**src/rtl/ffc_pkg.sv**
```systemverilog
// Shared types, codes and constants for the four-function calculator control block
`timescale 1ns / 1ps

package ffc_pkg;

   // fixed field and state widths
   localparam int VAL_W   = 64;
   localparam int ENTRY_W = 48;
   localparam int COUNT_W = 4;
   localparam int DIGIT_W = 4;
   localparam int KIND_W  = 2;
   localparam int OPC_W   = 2;
   localparam int PEND_W  = 3;

   localparam logic [VAL_W-1:0]   SMAX      = {1'b0, {(VAL_W-1){1'b1}}};
   localparam logic [VAL_W-1:0]   SMIN      = {1'b1, {(VAL_W-1){1'b0}}};
   localparam logic [DIGIT_W-1:0] DIGIT_MAX = 4'd9;

   // key event kinds
   typedef enum logic [OPC_W-1:0] {
      OPC_DIGIT,
      OPC_OPERATOR,
      OPC_EQUALS,
      OPC_CLEAR
   } opcode_type;

   // pending operation codes
   typedef enum logic [PEND_W-1:0] {
      PEND_NONE,
      PEND_ADD,
      PEND_SUB,
      PEND_MUL,
      PEND_DIV
   } pend_type;

   // source of a new stored value
   typedef enum logic [1:0] {
      SRC_RIGHT,
      SRC_ADD,
      SRC_SUB,
      SRC_MDU
   } src_type;

   // controller states
   typedef enum logic [2:0] {
      ST_IDLE,
      ST_DECIDE,
      ST_CONVERT,
      ST_MDU_GO,
      ST_MDU_WAIT,
      ST_WRITE,
      ST_FINISH
   } ctl_state_type;

   // multiply/divide unit states
   typedef enum logic [1:0] {
      MDU_IDLE,
      MDU_RUN,
      MDU_FIX,
      MDU_SIGN
   } mdu_state_type;

   // controller to datapath
   typedef struct packed {
      logic    load_item;
      logic    digit_step;
      logic    clear_all;
      logic    convert;
      logic    mdu_start;
      logic    write_stored;
      src_type src;
      logic    set_pend;
      logic    clr_pend;
      logic    load_rsp;
   } cmd_type;

   // datapath to controller
   typedef struct packed {
      opcode_type opcode;
      logic       entry_present;
      logic       stored_valid;
      pend_type   pend;
      logic       mdu_done;
   } status_type;

endpackage

```
**src/rtl/ffc_req_if.sv**
```systemverilog
// Key event channel: valid/ready handshake with the event fields
`timescale 1ns / 1ps

interface ffc_req_if;
   import ffc_pkg::*;

   logic               valid;
   logic               ready;
   logic [OPC_W-1:0]   opcode;
   logic [DIGIT_W-1:0] digit_value;
   logic [KIND_W-1:0]  operator_kind;

   modport source (output valid, output opcode, output digit_value, output operator_kind,
                   input ready);
   modport sink   (input valid, input opcode, input digit_value, input operator_kind,
                   output ready);
endinterface

```
**src/rtl/ffc_rsp_if.sv**
```systemverilog
// Display channel: valid/ready handshake with the shown value and flags
`timescale 1ns / 1ps

interface ffc_rsp_if;
   import ffc_pkg::*;

   logic                    valid;
   logic                    ready;
   logic signed [VAL_W-1:0] display_value;
   logic                    showing_entry;
   logic                    overflow_flag;

   modport source (output valid, output display_value, output showing_entry,
                   output overflow_flag, input ready);
   modport sink   (input valid, input display_value, input showing_entry,
                   input overflow_flag, output ready);
endinterface

```
**src/rtl/ffc_mdu.sv**
```systemverilog
// Iterative fixed-point multiply/divide unit, one bit per cycle, rounding and saturation
`timescale 1ns / 1ps

module ffc_mdu #(
   parameter int FRAC_BITS = 16
) (
   input  logic                        clock,
   input  logic                        reset,
   input  logic                        start,
   input  logic                        is_div,
   input  logic [ffc_pkg::VAL_W-1:0]   a,
   input  logic [ffc_pkg::VAL_W-1:0]   b,
   output logic                        done,
   output logic [ffc_pkg::VAL_W-1:0]   result,
   output logic                        overflow
);
   import ffc_pkg::*;

   localparam int QW    = VAL_W + FRAC_BITS;
   localparam int PW    = 2 * VAL_W;
   localparam int CNT_W = $clog2(QW);
   localparam logic [VAL_W-1:0] HALF = (VAL_W'(1) << FRAC_BITS) >> 1;

   mdu_state_type    state_ff, state_in;
   logic [CNT_W-1:0] cnt_ff, cnt_in;
   logic             done_ff, done_in;
   logic             div_ff, div_in;
   logic             neg_ff, neg_in;
   logic             zero_ff, zero_in;
   logic [VAL_W-1:0] opd_ff, opd_in;
   logic [PW-1:0]    acc_ff, acc_in;
   logic [QW-1:0]    num_ff, num_in;
   logic [VAL_W-1:0] rem_ff, rem_in;
   logic [VAL_W-1:0] lo_ff, lo_in;
   logic             big_ff, big_in;
   logic [VAL_W-1:0] result_ff, result_in;
   logic             ovf_ff, ovf_in;

   logic [VAL_W-1:0] mag_a, mag_b, lim, addend;
   logic [VAL_W:0]   sum_hi, rr, rr_diff;
   logic             ge, rnd;
   logic [PW-1:0]    prod_sh;
   logic [QW:0]      quot;

   // operand magnitudes and shared arithmetic
   always_comb begin
      mag_a   = a[VAL_W-1] ? (VAL_W'(0) - a) : a;
      mag_b   = b[VAL_W-1] ? (VAL_W'(0) - b) : b;
      lim     = neg_ff ? SMIN : SMAX;
      addend  = acc_ff[0] ? opd_ff : '0;
      sum_hi  = {1'b0, acc_ff[PW-1:VAL_W]} + {1'b0, addend};
      rr      = {rem_ff, num_ff[QW-1]};
      rr_diff = rr - {1'b0, opd_ff};
      ge      = (rr >= {1'b0, opd_ff});
      rnd     = ({rem_ff, 1'b0} >= {1'b0, opd_ff});
      prod_sh = acc_ff >> FRAC_BITS;
      quot    = {1'b0, num_ff} + (QW+1)'(rnd);
   end

   // sequencer and iteration step
   always_comb begin
      state_in  = state_ff;
      cnt_in    = cnt_ff;
      done_in   = 1'b0;
      div_in    = div_ff;
      neg_in    = neg_ff;
      zero_in   = zero_ff;
      opd_in    = opd_ff;
      acc_in    = acc_ff;
      num_in    = num_ff;
      rem_in    = rem_ff;
      lo_in     = lo_ff;
      big_in    = big_ff;
      result_in = result_ff;
      ovf_in    = ovf_ff;
      case (state_ff)
         MDU_IDLE: begin
            if (start) begin
               div_in   = is_div;
               neg_in   = a[VAL_W-1] ^ b[VAL_W-1];
               zero_in  = (b == '0);
               state_in = MDU_RUN;
               if (is_div) begin
                  opd_in = mag_b;
                  num_in = QW'(mag_a) << FRAC_BITS;
                  rem_in = '0;
                  cnt_in = CNT_W'(QW - 1);
               end else begin
                  opd_in = mag_a;
                  acc_in = {HALF, mag_b};
                  cnt_in = CNT_W'(VAL_W - 1);
               end
            end
         end
         MDU_RUN: begin
            if (div_ff) begin
               rem_in = ge ? rr_diff[VAL_W-1:0] : rr[VAL_W-1:0];
               num_in = {num_ff[QW-2:0], ge};
            end else begin
               acc_in = {sum_hi, acc_ff[VAL_W-1:1]};
            end
            if (cnt_ff == '0) begin
               state_in = MDU_FIX;
            end else begin
               cnt_in = cnt_ff - CNT_W'(1);
            end
         end
         MDU_FIX: begin
            // round, then check the magnitude against the signed limit
            if (div_ff && zero_ff) begin
               lo_in  = '0;
               big_in = 1'b0;
            end else if (div_ff) begin
               lo_in  = quot[VAL_W-1:0];
               big_in = (|quot[QW:VAL_W]) || (quot[VAL_W-1:0] > lim);
            end else begin
               lo_in  = prod_sh[VAL_W-1:0];
               big_in = (|prod_sh[PW-1:VAL_W]) || (prod_sh[VAL_W-1:0] > lim);
            end
            state_in = MDU_SIGN;
         end
         MDU_SIGN: begin
            if (big_ff) begin
               result_in = neg_ff ? SMIN : SMAX;
            end else begin
               result_in = neg_ff ? (VAL_W'(0) - lo_ff) : lo_ff;
            end
            ovf_in   = big_ff;
            done_in  = 1'b1;
            state_in = MDU_IDLE;
         end
         default: begin
            state_in = MDU_IDLE;
         end
      endcase
   end

   // control registers
   always_ff @(posedge clock) begin
      if (reset) begin
         state_ff <= MDU_IDLE;
         done_ff  <= 1'b0;
      end else begin
         state_ff <= state_in;
         done_ff  <= done_in;
      end
   end

   // working registers
   always_ff @(posedge clock) begin
      cnt_ff    <= cnt_in;
      div_ff    <= div_in;
      neg_ff    <= neg_in;
      zero_ff   <= zero_in;
      opd_ff    <= opd_in;
      acc_ff    <= acc_in;
      num_ff    <= num_in;
      rem_ff    <= rem_in;
      lo_ff     <= lo_in;
      big_ff    <= big_in;
      result_ff <= result_in;
      ovf_ff    <= ovf_in;
   end

   assign done     = done_ff;
   assign result   = result_ff;
   assign overflow = ovf_ff;

   // checks
   a_start_idle: assert property (@(posedge clock) disable iff (reset)
      start |-> state_ff == MDU_IDLE)
      else $error("mdu started while busy");
   a_done_pulse: assert property (@(posedge clock) disable iff (reset)
      done_ff |=> !done_ff)
      else $error("mdu done held longer than one cycle");
   a_done_from_sign: assert property (@(posedge clock) disable iff (reset)
      done_ff |-> $past(state_ff == MDU_SIGN))
      else $error("mdu done without final sign step");

endmodule

```
**src/rtl/ffc_dp.sv**
```systemverilog
// Calculator datapath: entry, stored value, pending operator, add/sub and result register
`timescale 1ns / 1ps

module ffc_dp #(
   parameter int MAX_DIGITS = 12,
   parameter int FRAC_BITS  = 16
) (
   input  logic                          clock,
   input  logic                          reset,
   input  ffc_pkg::cmd_type              cmd,
   output ffc_pkg::status_type           status,
   input  logic [ffc_pkg::OPC_W-1:0]     opcode,
   input  logic [ffc_pkg::DIGIT_W-1:0]   digit_value,
   input  logic [ffc_pkg::KIND_W-1:0]    operator_kind,
   output logic [ffc_pkg::VAL_W-1:0]     display_value,
   output logic                          showing_entry,
   output logic                          overflow_flag
);
   import ffc_pkg::*;

   localparam int SAT_SHIFT = VAL_W - 1 - FRAC_BITS;

   // calculator state
   logic [ENTRY_W-1:0] entry_ff, entry_in;
   logic               present_ff, present_in;
   logic [COUNT_W-1:0] count_ff, count_in;
   logic [VAL_W-1:0]   stored_ff, stored_in;
   logic               valid_ff, valid_in;
   pend_type           pend_ff, pend_in;
   logic               ovf_ff, ovf_in;

   // current item and operand
   opcode_type         opc_ff, opc_in;
   logic [DIGIT_W-1:0] digit_ff, digit_in;
   logic [KIND_W-1:0]  kind_ff, kind_in;
   logic [VAL_W-1:0]   right_ff, right_in;

   // result register
   logic [VAL_W-1:0]   disp_ff, disp_in;
   logic               showing_ff, showing_in;
   logic               flag_ff, flag_in;

   logic [ENTRY_W-1:0] entry_next;
   logic [VAL_W:0]     fix_word;
   logic               entry_sat;
   logic [VAL_W-1:0]   entry_fix;
   logic [VAL_W-1:0]   sum, dif, sat_val;
   logic               add_ovf, sub_ovf;
   logic               mdu_done, mdu_ovf;
   logic [VAL_W-1:0]   mdu_res;

   // entry integer to fixed point, saturating; top bit is the saturation mark
   function automatic logic [VAL_W:0] to_fixed(input logic [ENTRY_W-1:0] e);
      logic [VAL_W-1:0] wide;
      logic             sat;
      wide = VAL_W'(e);
      sat  = |(wide >> SAT_SHIFT);
      return {sat, sat ? SMAX : (wide << FRAC_BITS)};
   endfunction

   ffc_mdu #(
      .FRAC_BITS (FRAC_BITS)
   ) u_mdu (
      .clock    (clock),
      .reset    (reset),
      .start    (cmd.mdu_start),
      .is_div   (pend_ff == PEND_DIV),
      .a        (stored_ff),
      .b        (right_ff),
      .done     (mdu_done),
      .result   (mdu_res),
      .overflow (mdu_ovf)
   );

   // shared arithmetic
   always_comb begin
      entry_next = (entry_ff << 3) + (entry_ff << 1) + ENTRY_W'(digit_ff);
      fix_word   = to_fixed(entry_ff);
      entry_sat  = fix_word[VAL_W];
      entry_fix  = fix_word[VAL_W-1:0];
      sum        = stored_ff + right_ff;
      dif        = stored_ff - right_ff;
      add_ovf    = (stored_ff[VAL_W-1] ^ sum[VAL_W-1]) & (right_ff[VAL_W-1] ^ sum[VAL_W-1]);
      sub_ovf    = (stored_ff[VAL_W-1] ^ right_ff[VAL_W-1]) & (stored_ff[VAL_W-1] ^ dif[VAL_W-1]);
      sat_val    = stored_ff[VAL_W-1] ? SMIN : SMAX;
   end

   // next state from commands
   always_comb begin
      entry_in   = entry_ff;
      present_in = present_ff;
      count_in   = count_ff;
      stored_in  = stored_ff;
      valid_in   = valid_ff;
      pend_in    = pend_ff;
      ovf_in     = ovf_ff;
      opc_in     = opc_ff;
      digit_in   = digit_ff;
      kind_in    = kind_ff;
      right_in   = right_ff;
      disp_in    = disp_ff;
      showing_in = showing_ff;
      flag_in    = flag_ff;

      if (cmd.load_item) begin
         opc_in   = opcode_type'(opcode);
         digit_in = digit_value;
         kind_in  = operator_kind;
         ovf_in   = 1'b0;
      end

      // digit entry with leading-zero and length rules
      if (cmd.digit_step && (digit_ff <= DIGIT_MAX)) begin
         if (present_ff && (entry_ff == '0)) begin
            if (digit_ff != '0) begin
               entry_in = ENTRY_W'(digit_ff);
               count_in = COUNT_W'(1);
            end
         end else if (count_ff < COUNT_W'(MAX_DIGITS)) begin
            entry_in   = entry_next;
            count_in   = count_ff + COUNT_W'(1);
            present_in = 1'b1;
         end
      end

      if (cmd.clear_all) begin
         entry_in   = '0;
         present_in = 1'b0;
         count_in   = '0;
         stored_in  = '0;
         valid_in   = 1'b0;
         pend_in    = PEND_NONE;
      end

      if (cmd.convert) begin
         right_in = entry_fix;
         if (entry_sat) begin
            ovf_in = 1'b1;
         end
      end

      // new stored value, entry consumed
      if (cmd.write_stored) begin
         case (cmd.src)
            SRC_ADD: begin
               stored_in = add_ovf ? sat_val : sum;
               ovf_in    = ovf_ff | add_ovf;
            end
            SRC_SUB: begin
               stored_in = sub_ovf ? sat_val : dif;
               ovf_in    = ovf_ff | sub_ovf;
            end
            SRC_MDU: begin
               stored_in = mdu_res;
               ovf_in    = ovf_ff | mdu_ovf;
            end
            default: begin
               stored_in = right_ff;
            end
         endcase
         entry_in   = '0;
         present_in = 1'b0;
         count_in   = '0;
         valid_in   = 1'b1;
      end

      if (cmd.set_pend) begin
         pend_in = pend_type'(PEND_W'(kind_ff) + PEND_W'(1));
      end
      if (cmd.clr_pend) begin
         pend_in = PEND_NONE;
      end

      // shown value
      if (cmd.load_rsp) begin
         if (present_ff) begin
            disp_in = entry_fix;
         end else if (valid_ff) begin
            disp_in = stored_ff;
         end else begin
            disp_in = '0;
         end
         showing_in = present_ff;
         flag_in    = ovf_ff;
      end
   end

   // calculator state registers
   always_ff @(posedge clock) begin
      if (reset) begin
         entry_ff   <= '0;
         present_ff <= 1'b0;
         count_ff   <= '0;
         stored_ff  <= '0;
         valid_ff   <= 1'b0;
         pend_ff    <= PEND_NONE;
         ovf_ff     <= 1'b0;
      end else begin
         entry_ff   <= entry_in;
         present_ff <= present_in;
         count_ff   <= count_in;
         stored_ff  <= stored_in;
         valid_ff   <= valid_in;
         pend_ff    <= pend_in;
         ovf_ff     <= ovf_in;
      end
   end

   // item, operand and result payload
   always_ff @(posedge clock) begin
      opc_ff     <= opc_in;
      digit_ff   <= digit_in;
      kind_ff    <= kind_in;
      right_ff   <= right_in;
      disp_ff    <= disp_in;
      showing_ff <= showing_in;
      flag_ff    <= flag_in;
   end

   assign status.opcode        = opc_ff;
   assign status.entry_present = present_ff;
   assign status.stored_valid  = valid_ff;
   assign status.pend          = pend_ff;
   assign status.mdu_done      = mdu_done;

   assign display_value = disp_ff;
   assign showing_entry = showing_ff;
   assign overflow_flag = flag_ff;

endmodule

```
**src/rtl/ffc_ctrl.sv**
```systemverilog
// Calculator controller: event decode and sequencing of the datapath
`timescale 1ns / 1ps

module ffc_ctrl (
   input  logic                 clock,
   input  logic                 reset,
   input  logic                 req_valid,
   output logic                 req_ready,
   output logic                 rsp_valid,
   input  logic                 rsp_ready,
   input  ffc_pkg::status_type  status,
   output ffc_pkg::cmd_type     cmd
);
   import ffc_pkg::*;

   ctl_state_type state_ff, state_in;
   logic          eval_ff, eval_in;
   logic          rsp_valid_ff, rsp_valid_in;

   // next state and commands
   always_comb begin
      state_in  = state_ff;
      eval_in   = eval_ff;
      cmd       = '0;
      req_ready = (state_ff == ST_IDLE);
      case (state_ff)
         ST_IDLE: begin
            if (req_valid) begin
               cmd.load_item = 1'b1;
               eval_in       = 1'b0;
               state_in      = ST_DECIDE;
            end
         end
         ST_DECIDE: begin
            case (status.opcode)
               OPC_DIGIT: begin
                  cmd.digit_step = 1'b1;
                  state_in       = ST_FINISH;
               end
               OPC_OPERATOR: begin
                  if (!status.entry_present && !status.stored_valid) begin
                     state_in = ST_FINISH;
                  end else if (status.entry_present) begin
                     eval_in  = status.stored_valid && (status.pend != PEND_NONE);
                     state_in = ST_CONVERT;
                  end else begin
                     cmd.set_pend = 1'b1;
                     state_in     = ST_FINISH;
                  end
               end
               OPC_EQUALS: begin
                  if (status.stored_valid && (status.pend != PEND_NONE) &&
                      status.entry_present) begin
                     eval_in  = 1'b1;
                     state_in = ST_CONVERT;
                  end else begin
                     state_in = ST_FINISH;
                  end
               end
               OPC_CLEAR: begin
                  cmd.clear_all = 1'b1;
                  state_in      = ST_FINISH;
               end
               default: begin
                  state_in = ST_FINISH;
               end
            endcase
         end
         ST_CONVERT: begin
            cmd.convert = 1'b1;
            if (eval_ff && (status.pend inside {PEND_MUL, PEND_DIV})) begin
               state_in = ST_MDU_GO;
            end else begin
               state_in = ST_WRITE;
            end
         end
         ST_MDU_GO: begin
            cmd.mdu_start = 1'b1;
            state_in      = ST_MDU_WAIT;
         end
         ST_MDU_WAIT: begin
            if (status.mdu_done) begin
               state_in = ST_WRITE;
            end
         end
         ST_WRITE: begin
            cmd.write_stored = 1'b1;
            if (eval_ff) begin
               case (status.pend)
                  PEND_ADD: cmd.src = SRC_ADD;
                  PEND_SUB: cmd.src = SRC_SUB;
                  PEND_MUL: cmd.src = SRC_MDU;
                  PEND_DIV: cmd.src = SRC_MDU;
                  default:  cmd.src = SRC_RIGHT;
               endcase
            end else begin
               cmd.src = SRC_RIGHT;
            end
            if (status.opcode == OPC_OPERATOR) begin
               cmd.set_pend = 1'b1;
            end else begin
               cmd.clr_pend = 1'b1;
            end
            state_in = ST_FINISH;
         end
         ST_FINISH: begin
            if (!rsp_valid_ff || rsp_ready) begin
               cmd.load_rsp = 1'b1;
               state_in     = ST_IDLE;
            end
         end
         default: begin
            state_in = ST_IDLE;
         end
      endcase
      rsp_valid_in = (rsp_valid_ff && !rsp_ready) || cmd.load_rsp;
   end

   // state registers
   always_ff @(posedge clock) begin
      if (reset) begin
         state_ff     <= ST_IDLE;
         eval_ff      <= 1'b0;
         rsp_valid_ff <= 1'b0;
      end else begin
         state_ff     <= state_in;
         eval_ff      <= eval_in;
         rsp_valid_ff <= rsp_valid_in;
      end
   end

   assign rsp_valid = rsp_valid_ff;

   // checks
   a_pend_needs_stored: assert property (@(posedge clock) disable iff (reset)
      (status.pend != PEND_NONE) |-> status.stored_valid)
      else $error("operator pending without a stored value");
   a_eval_has_left: assert property (@(posedge clock) disable iff (reset)
      (cmd.write_stored && eval_ff) |-> status.stored_valid)
      else $error("evaluation without a left operand");
   a_mdu_start_op: assert property (@(posedge clock) disable iff (reset)
      cmd.mdu_start |-> (eval_ff && (status.pend == PEND_MUL || status.pend == PEND_DIV)))
      else $error("mdu started for a non multiply/divide operation");
   a_mdu_done_wait: assert property (@(posedge clock) disable iff (reset)
      status.mdu_done |-> (state_ff == ST_MDU_WAIT))
      else $error("mdu result arrived while not waiting");

endmodule

```
**src/rtl/four_function_calculator_control_top.sv**
```systemverilog
// Top level of the four-function calculator control block
//
//   channel    dir   handshake          payload
//   req_chan   in    valid/ready        opcode, digit_value, operator_kind
//   rsp_chan   out   valid/ready        display_value, showing_entry, overflow_flag
//
// One key event at a time; one display item per event. Multiply and divide
// run through the one-bit-per-cycle loop of the multiply/divide unit.
// The result sits in an output register; the next event is taken while it waits,
// and a stalled output only holds the block in its final step.
// Synchronous reset clears the entry, stored value, pending operator and handshakes.
`timescale 1ns / 1ps

module four_function_calculator_control_top #(
   parameter int MAX_DIGITS = 12,
   parameter int FRAC_BITS  = 16
) (
   input  logic      clock,
   input  logic      reset,
   ffc_req_if.sink   req_chan,
   ffc_rsp_if.source rsp_chan
);
   import ffc_pkg::*;

   cmd_type          cmd;
   status_type       status;
   logic [VAL_W-1:0] display_value;

   ffc_ctrl u_ctrl (
      .clock     (clock),
      .reset     (reset),
      .req_valid (req_chan.valid),
      .req_ready (req_chan.ready),
      .rsp_valid (rsp_chan.valid),
      .rsp_ready (rsp_chan.ready),
      .status    (status),
      .cmd       (cmd)
   );

   ffc_dp #(
      .MAX_DIGITS (MAX_DIGITS),
      .FRAC_BITS  (FRAC_BITS)
   ) u_dp (
      .clock         (clock),
      .reset         (reset),
      .cmd           (cmd),
      .status        (status),
      .opcode        (req_chan.opcode),
      .digit_value   (req_chan.digit_value),
      .operator_kind (req_chan.operator_kind),
      .display_value (display_value),
      .showing_entry (rsp_chan.showing_entry),
      .overflow_flag (rsp_chan.overflow_flag)
   );

   assign rsp_chan.display_value = display_value;

endmodule
```
**src/flat_wrapper.sv**
```systemverilog
// flat-port wrapper written by rule: the top's interface ports become plain ports
module four_function_calculator_control_top_flat import ffc_pkg::*;
#(
   parameter int MAX_DIGITS = 12,
   parameter int FRAC_BITS  = 16
)
  (clock, reset, req_chan_valid, req_chan_opcode, req_chan_digit_value, req_chan_operator_kind, req_chan_ready, rsp_chan_valid, rsp_chan_display_value, rsp_chan_showing_entry, rsp_chan_overflow_flag, rsp_chan_ready);
  ffc_req_if req_chan_i ();
  ffc_rsp_if rsp_chan_i ();
  input  logic clock;
  input  logic reset;
  input wire logic [$bits(req_chan_i.valid)-1:0] req_chan_valid;
  input wire logic [$bits(req_chan_i.opcode)-1:0] req_chan_opcode;
  input wire logic [$bits(req_chan_i.digit_value)-1:0] req_chan_digit_value;
  input wire logic [$bits(req_chan_i.operator_kind)-1:0] req_chan_operator_kind;
  output wire logic [$bits(req_chan_i.ready)-1:0] req_chan_ready;
  output wire logic [$bits(rsp_chan_i.valid)-1:0] rsp_chan_valid;
  output wire logic [$bits(rsp_chan_i.display_value)-1:0] rsp_chan_display_value;
  output wire logic [$bits(rsp_chan_i.showing_entry)-1:0] rsp_chan_showing_entry;
  output wire logic [$bits(rsp_chan_i.overflow_flag)-1:0] rsp_chan_overflow_flag;
  input wire logic [$bits(rsp_chan_i.ready)-1:0] rsp_chan_ready;
  assign req_chan_i.valid = req_chan_valid;
  assign req_chan_i.opcode = req_chan_opcode;
  assign req_chan_i.digit_value = req_chan_digit_value;
  assign req_chan_i.operator_kind = req_chan_operator_kind;
  assign req_chan_ready = req_chan_i.ready;
  assign rsp_chan_valid = rsp_chan_i.valid;
  assign rsp_chan_display_value = rsp_chan_i.display_value;
  assign rsp_chan_showing_entry = rsp_chan_i.showing_entry;
  assign rsp_chan_overflow_flag = rsp_chan_i.overflow_flag;
  assign rsp_chan_i.ready = rsp_chan_ready;
  four_function_calculator_control_top #(.MAX_DIGITS(MAX_DIGITS), .FRAC_BITS(FRAC_BITS)) u_core (.clock(clock), .reset(reset), .req_chan(req_chan_i), .rsp_chan(rsp_chan_i));
endmodule
```
**config.mk**
```make
export PLATFORM = sky130hd
export DESIGN_NAME = four_function_calculator_control_top_flat
export DESIGN_NICKNAME = d
export VERILOG_FILES = /design/src/rtl/ffc_pkg.sv /design/src/rtl/ffc_req_if.sv /design/src/rtl/ffc_rsp_if.sv /design/src/rtl/ffc_mdu.sv /design/src/rtl/ffc_dp.sv /design/src/rtl/ffc_ctrl.sv /design/src/rtl/four_function_calculator_control_top.sv /design/src/flat_wrapper.sv
export SDC_FILE = /design/constraint.sdc
export NUM_CORES = 2
export LEC_CHECK = 0
export BUFFER_PORTS_ARGS = -buffer_cell sky130_fd_sc_hd__clkbuf_2
export CAP_MARGIN = 20
export CORE_MARGIN = 4
export CORE_UTILIZATION = 30
export CTS_BUF_LIST = sky130_fd_sc_hd__clkbuf_4 sky130_fd_sc_hd__clkbuf_8
export CTS_CLUSTER_SIZE = 28
export DETAILED_ROUTE_END_ITERATION = 10
export GPL_TIMING_DRIVEN = 1
export PLACE_DENSITY_LB_ADDON = 0.08
export SYNTH_ARGS = -nofsm -noshare
export SYNTH_HDL_FRONTEND = slang
export SYNTH_HIERARCHICAL = 1
export SYNTH_SLANG_ARGS = --single-unit
```
**constraint.sdc**
```tcl
create_clock -name clock -period 8.65 [get_ports clock]
set_clock_uncertainty 0.05 [all_clocks]
set_input_delay 0.4325 -clock clock [delete_from_list [all_inputs] [get_ports clock]]
set_output_delay 0.4325 -clock clock [all_outputs]
set_load 0.005 [all_outputs]
```
==> impl_metrics.prom <==
# TYPE chip_impl_metric gauge
chip_impl_metric{name="max_slew.worst_pin.slew",unit="ns"} 1.18
chip_impl_metric{name="grt.total_usage",unit="%"} 22.4
chip_impl_metric{name="routed-via-count",unit=""} 51106
chip_impl_metric{name="net_count_reported_at_finish",unit=""} 7115
chip_impl_metric{name="whs_path_depth",unit=""} 2
chip_impl_metric{name="final_wtd_congestion",unit=""} 0.916
chip_impl_metric{name="r2r.worst_path.cells",unit=""} 25
chip_impl_metric{name="drt_first_pass_iters",unit=""} 6
chip_impl_info{name="grt_setup_unrepaired",value="no"} 1
chip_impl_info{name="critical_path.reg2reg.endpoint",value="u_core/u_dp/u_mdu/big_ff"} 1
chip_impl_metric{name="postCtsResizedCells",unit=""} 0
chip_impl_metric{name="number_of_buffers_added_by_the_clock_tree_synthesis_step",unit=""} 158
chip_impl_metric{name="timing.fmax",unit="MHz"} 128
chip_impl_info{name="layout.cells.most_common_list",value="614 x sky130_fd_sc_hd__nand2_1, 598 x sky130_fd_sc_hd__edfxtp_1, 587 x sky130_fd_sc_hd__a21oi_1"} 1
chip_impl_info{name="min_from",value="req_chan_digit_value[1]"} 1
chip_impl_metric{name="post-cts-setup-buffer-count",unit=""} 0
chip_impl_metric{name="slew_viol_final",unit=""} 0
chip_impl_info{name="hold_path_end",value="u_core/u_dp/digit_ff[1]"} 1
chip_impl_metric{name="finalSetupViolations",unit=""} 0
chip_impl_metric{name="setup_slack",unit="ns"} 0.851
chip_impl_metric{name="detail_route.wl_per_cell",unit="µm"} 25.0
chip_impl_metric{name="cellLeakagePower",unit="nW"} 25.9
chip_impl_metric{name="std_cell_rows",unit=""} 161
chip_impl_metric{name="tns",unit="ns"} 0
chip_impl_metric{name="final.min_clock_period",unit="ns"} 7.80
chip_impl_info{name="timing.setup.critical_path_class",value="flip-flop to flip-flop"} 1
chip_impl_metric{name="timing.final.crit_share",unit="%"} 90.2
chip_impl_metric{name="core",unit="µm²"} 193000
chip_impl_metric{name="vdd.ir_drop.worst",unit="mV"} 0.164
chip_impl_metric{name="areaGrowthSynthToFinish",unit="%"} 11.4
chip_impl_info{name="layout.cells.most_common",value="sky130_fd_sc_hd__nand2_1"} 1
chip_impl_metric{name="p_total",unit="mW"} 12.0
chip_impl_metric{name="htree_num_levels",unit=""} 4
chip_impl_metric{name="initial_drc_count",unit=""} 3916
chip_impl_metric{name="ios",unit=""} 80
chip_impl_metric{name="cap_violations",unit=""} 0
chip_impl_metric{name="maximum_number_of_pins_on_one_net_before_global_route_repair",unit=""} 145
chip_impl_metric{name="synth_xor_xnor_area_share",unit="%"} 6.28
chip_impl_metric{name="clock_sink_total",unit=""} 728
chip_impl_metric{name="detailed_place.area",unit="µm²"} 61300
chip_impl_metric{name="io_buffer_count",unit=""} 79
chip_impl_metric{name="yosys.area_share.simple",unit="%"} 18.1
chip_impl_metric{name="final_design_area_no_fill",unit="µm²"} 64800
chip_impl_info{name="postSynth.topFlopCell",value="sky130_fd_sc_hd__edfxtp_1"} 1
chip_impl_metric{name="drt-total-wl",unit="µm"} 231000
chip_impl_metric{name="drt_drc_violations_left",unit=""} 0
chip_impl_metric{name="synth_cell_types",unit=""} 113
chip_impl_metric{name="finalHoldViolCount",unit=""} 0
chip_impl_metric{name="worst_reg2reg_setup_slack",unit="ns"} 0.85
chip_impl_metric{name="floorplan.initialDensity",unit="%"} 30.2
chip_impl_info{name="setup.worst_path.start",value="u_core/u_dp/u_mdu/rem_ff[7]"} 1
chip_impl_metric{name="fp.dieH",unit="µm"} 448
chip_impl_info{name="kind_of_capture_point_of_the_worst_setup_path",value="flip-flop"} 1
chip_impl_metric{name="ctsLongestPathBuffers",unit=""} 3
chip_impl_metric{name="post_synthesis_compound_gate_area_fraction",unit="%"} 21.7
chip_impl_info{name="clk_root_buffer_cell",value="sky130_fd_sc_hd__clkbuf_8"} 1
chip_impl_metric{name="grt_pass1_vias",unit=""} 49743
chip_impl_metric{name="dp_hpwl",unit="µm"} 178000
chip_impl_metric{name="synth_edf_count",unit=""} 598
chip_impl_metric{name="synth.yosys.seq_area_share",unit="%"} 35.3
chip_impl_metric{name="grt_pass1_wl",unit="µm"} 337000
chip_impl_metric{name="overflow",unit=""} 0
chip_impl_metric{name="p_per_area",unit="nW/µm²"} 185
chip_impl_metric{name="routed_via_density",unit=""} 5.51
chip_impl_metric{name="async_reset_ff_share",unit="%"} 0
chip_impl_metric{name="crit_path_max_incr_delay",unit="ns"} 0.64
chip_impl_info{name="timing.hold.worst.class",value="primary input to flip-flop"} 1
chip_impl_info{name="setup.worst_path.start_class",value="flip-flop"} 1
chip_impl_info{name="critical_path.slowest_cell",value="sky130_fd_sc_hd__nor4_1"} 1
chip_impl_metric{name="syn_area_per_cell",unit="µm²"} 8.84
chip_impl_metric{name="fraction_of_layout_cells_with_a_size_suffix_above_1",unit="%"} 10.8
chip_impl_metric{name="floorplan.die_area",unit="µm²"} 201000
chip_impl_metric{name="postSynthCellCount",unit=""} 6583
chip_impl_metric{name="worst_setup_hold_path_clk_slew",unit="ns"} 0.06
chip_impl_metric{name="crit_required",unit="ns"} 9.22
chip_impl_info{name="synth_top_family_by_area",value="compound AO/OA/AOI/OAI gates"} 1
chip_impl_metric{name="route.antenna.remaining_nets",unit=""} 0
chip_impl_metric{name="die_x",unit="µm"} 448
chip_impl_metric{name="antenna_found_initial",unit=""} 11
chip_impl_info{name="run_status",value="complete, no violations"} 1
chip_impl_metric{name="cell_area_after_synthesis",unit="µm²"} 58200
chip_impl_metric{name="dpl_worst_slack",unit="ns"} 0.928
chip_impl_metric{name="synthesis.yosys.warnings",unit=""} 6
chip_impl_metric{name="arrival",unit="ns"} 8.37
chip_impl_info{name="cts_tree",value="done"} 1
chip_impl_metric{name="synth.area.mux_share",unit="%"} 3.47
chip_impl_metric{name="slew_headroom",unit="%"} 21.2
chip_impl_metric{name="clock_insertion_delay_worst_skew",unit="ns"} 0.93
chip_impl_metric{name="worst-path-max-fanout",unit=""} 8
chip_impl_info{name="worst_reg2reg_path_startpoint",value="u_core/u_dp/u_mdu/rem_ff[7]"} 1
chip_impl_metric{name="postSynthRegisterBits",unit=""} 728
chip_impl_metric{name="synth_fa_ha_area_share",unit="%"} 10.7
[logic make-up (layout without fill, tap and decap cells)]
| logic type | after synthesis | count (layout) |
|---|---|---|
| buffers and inverters | 664 | 816 |
| other | 1 | 15 |
| adders and majority gates | 495 | 495 |
| DFF | 728 | 728 |
| AOI/OAI and AO/OA | 1953 | 1953 |
| and+or+nand+nor | 2142 | 2142 |
| xor gates and xnor gates | 417 | 417 |
| muxes | 183 | 183 |
[power by group]
group,switching (mW),leakage (nW),total (mW),internal [mW]
registers,0.325,6.62,4.62,4.30
clock network,1.83,1.78,4.15,2.32
logic,2.10,17.5,3.22,1.12
[per-stage QoR]
step / hold slack (ns) / cells / utilization, %
after global placement: 0.434 / 8959 / 31.8
after floorplan: 0.380 / 6586 / -
after global routing: 0.122 / 9270 / 33.6
final: 0.185 / 9275 / 33.7
after CTS: 0.0738 / 9264 / 33.6
after detailed placement: 0.435 / 8960 / 31.8
[layer usage]
layer / vias up / track usage, % / wire, µm
li1: 24375 / - / -
met1: 25110 / 31.2 / 109000
met2: 1306 / 36.2 / 106000
met3: 315 / 2.64 / 10100
met4: 0 / 6.87 / 7030
met5: - / 0 / 0
[critical path: cells and delay by family, from the launching register on]
family                     cells  cell delay, ns
xor gates and xnor gates       1            0.16
DFF                            1            0.40
and+or+nand+nor               13            3.92
adders and majority gates      3            0.92
AOI/OAI and AO/OA              8            2.06
[synth_stat cells (all sizes together), types with 57 or more instances]
library cell  instances  area, µm²
o21ai               435       2180
nand2               614       2300
xnor2               296       2590
o31ai                75        607
a21oi               594       2980
a31oi                62        388
nand2b              123        780
nor3                126        641
or3                  67        429
o21bai               70        526
nand3               119        596
nor4                 88        572
or2                  74        465
dfxtp               130       2600
nand4               116        726
a211oi               66        528
clkbuf              231        867
nor2                511       1930
inv                 348       1310
ha                  489       6120
and2                118        738
nor2b                57        357
xor2                121       1060
buf                  85        400
mux2                134       1510
a21o                183       1370
edfxtp              598      18000
a22o                 67        587
[how the worst max path moves through the flow]
stage,slack (ns),to,cells past startpoint
6_report,0.85,u_core/u_dp/u_mdu/big_ff,25
5_1_grt,0.32,u_core/u_dp/u_mdu/big_ff,25
4_1_cts,0.89,u_core/u_dp/u_mdu/big_ff,25
3_5_place_dp,0.93,u_core/u_dp/u_mdu/big_ff,25
3_3_place_gp,1.21,u_core/u_dp/u_mdu/big_ff,25
2_1_floorplan,0.56,u_core/u_dp/u_mdu/acc_ff[0],6
[timing repair]
action,CTS,global route
hold endpoints to repair,21,0
hold buffers,14,0
endpoints found under the setup margin,0,0
[sequential cells by signal, summed over array words and instances, names as in the netlist, 48 cells and up]
register                   flops
u_core/u_dp/u_mdu/acc_ff     128
u_core/u_dp/right_ff          48
u_core/u_dp/u_mdu/rem_ff      64
u_core/u_dp/u_mdu/num_ff      80
u_core/u_dp/entry_ff          48
u_core/u_dp/u_mdu/lo_ff       64
u_core/u_dp/u_mdu/result      64
u_core/u_dp/stored_ff         64
u_core/u_dp/display_value     64
u_core/u_dp/u_mdu/opd_ff      64
[cell type report]
class | instances | area, µm²
sequential | 728 | 20600
clock inverter | 64 | 598
tap | 2526 | 3160
antenna | 11 | 27.5
multi-input combinational | 5194 | 35200
fill | 20208 | 128000
clock buffer | 226 | 2740
timing repair buffer | 178 | 1200
inverter | 348 | 1310
(Power assumes the default switching activity.)
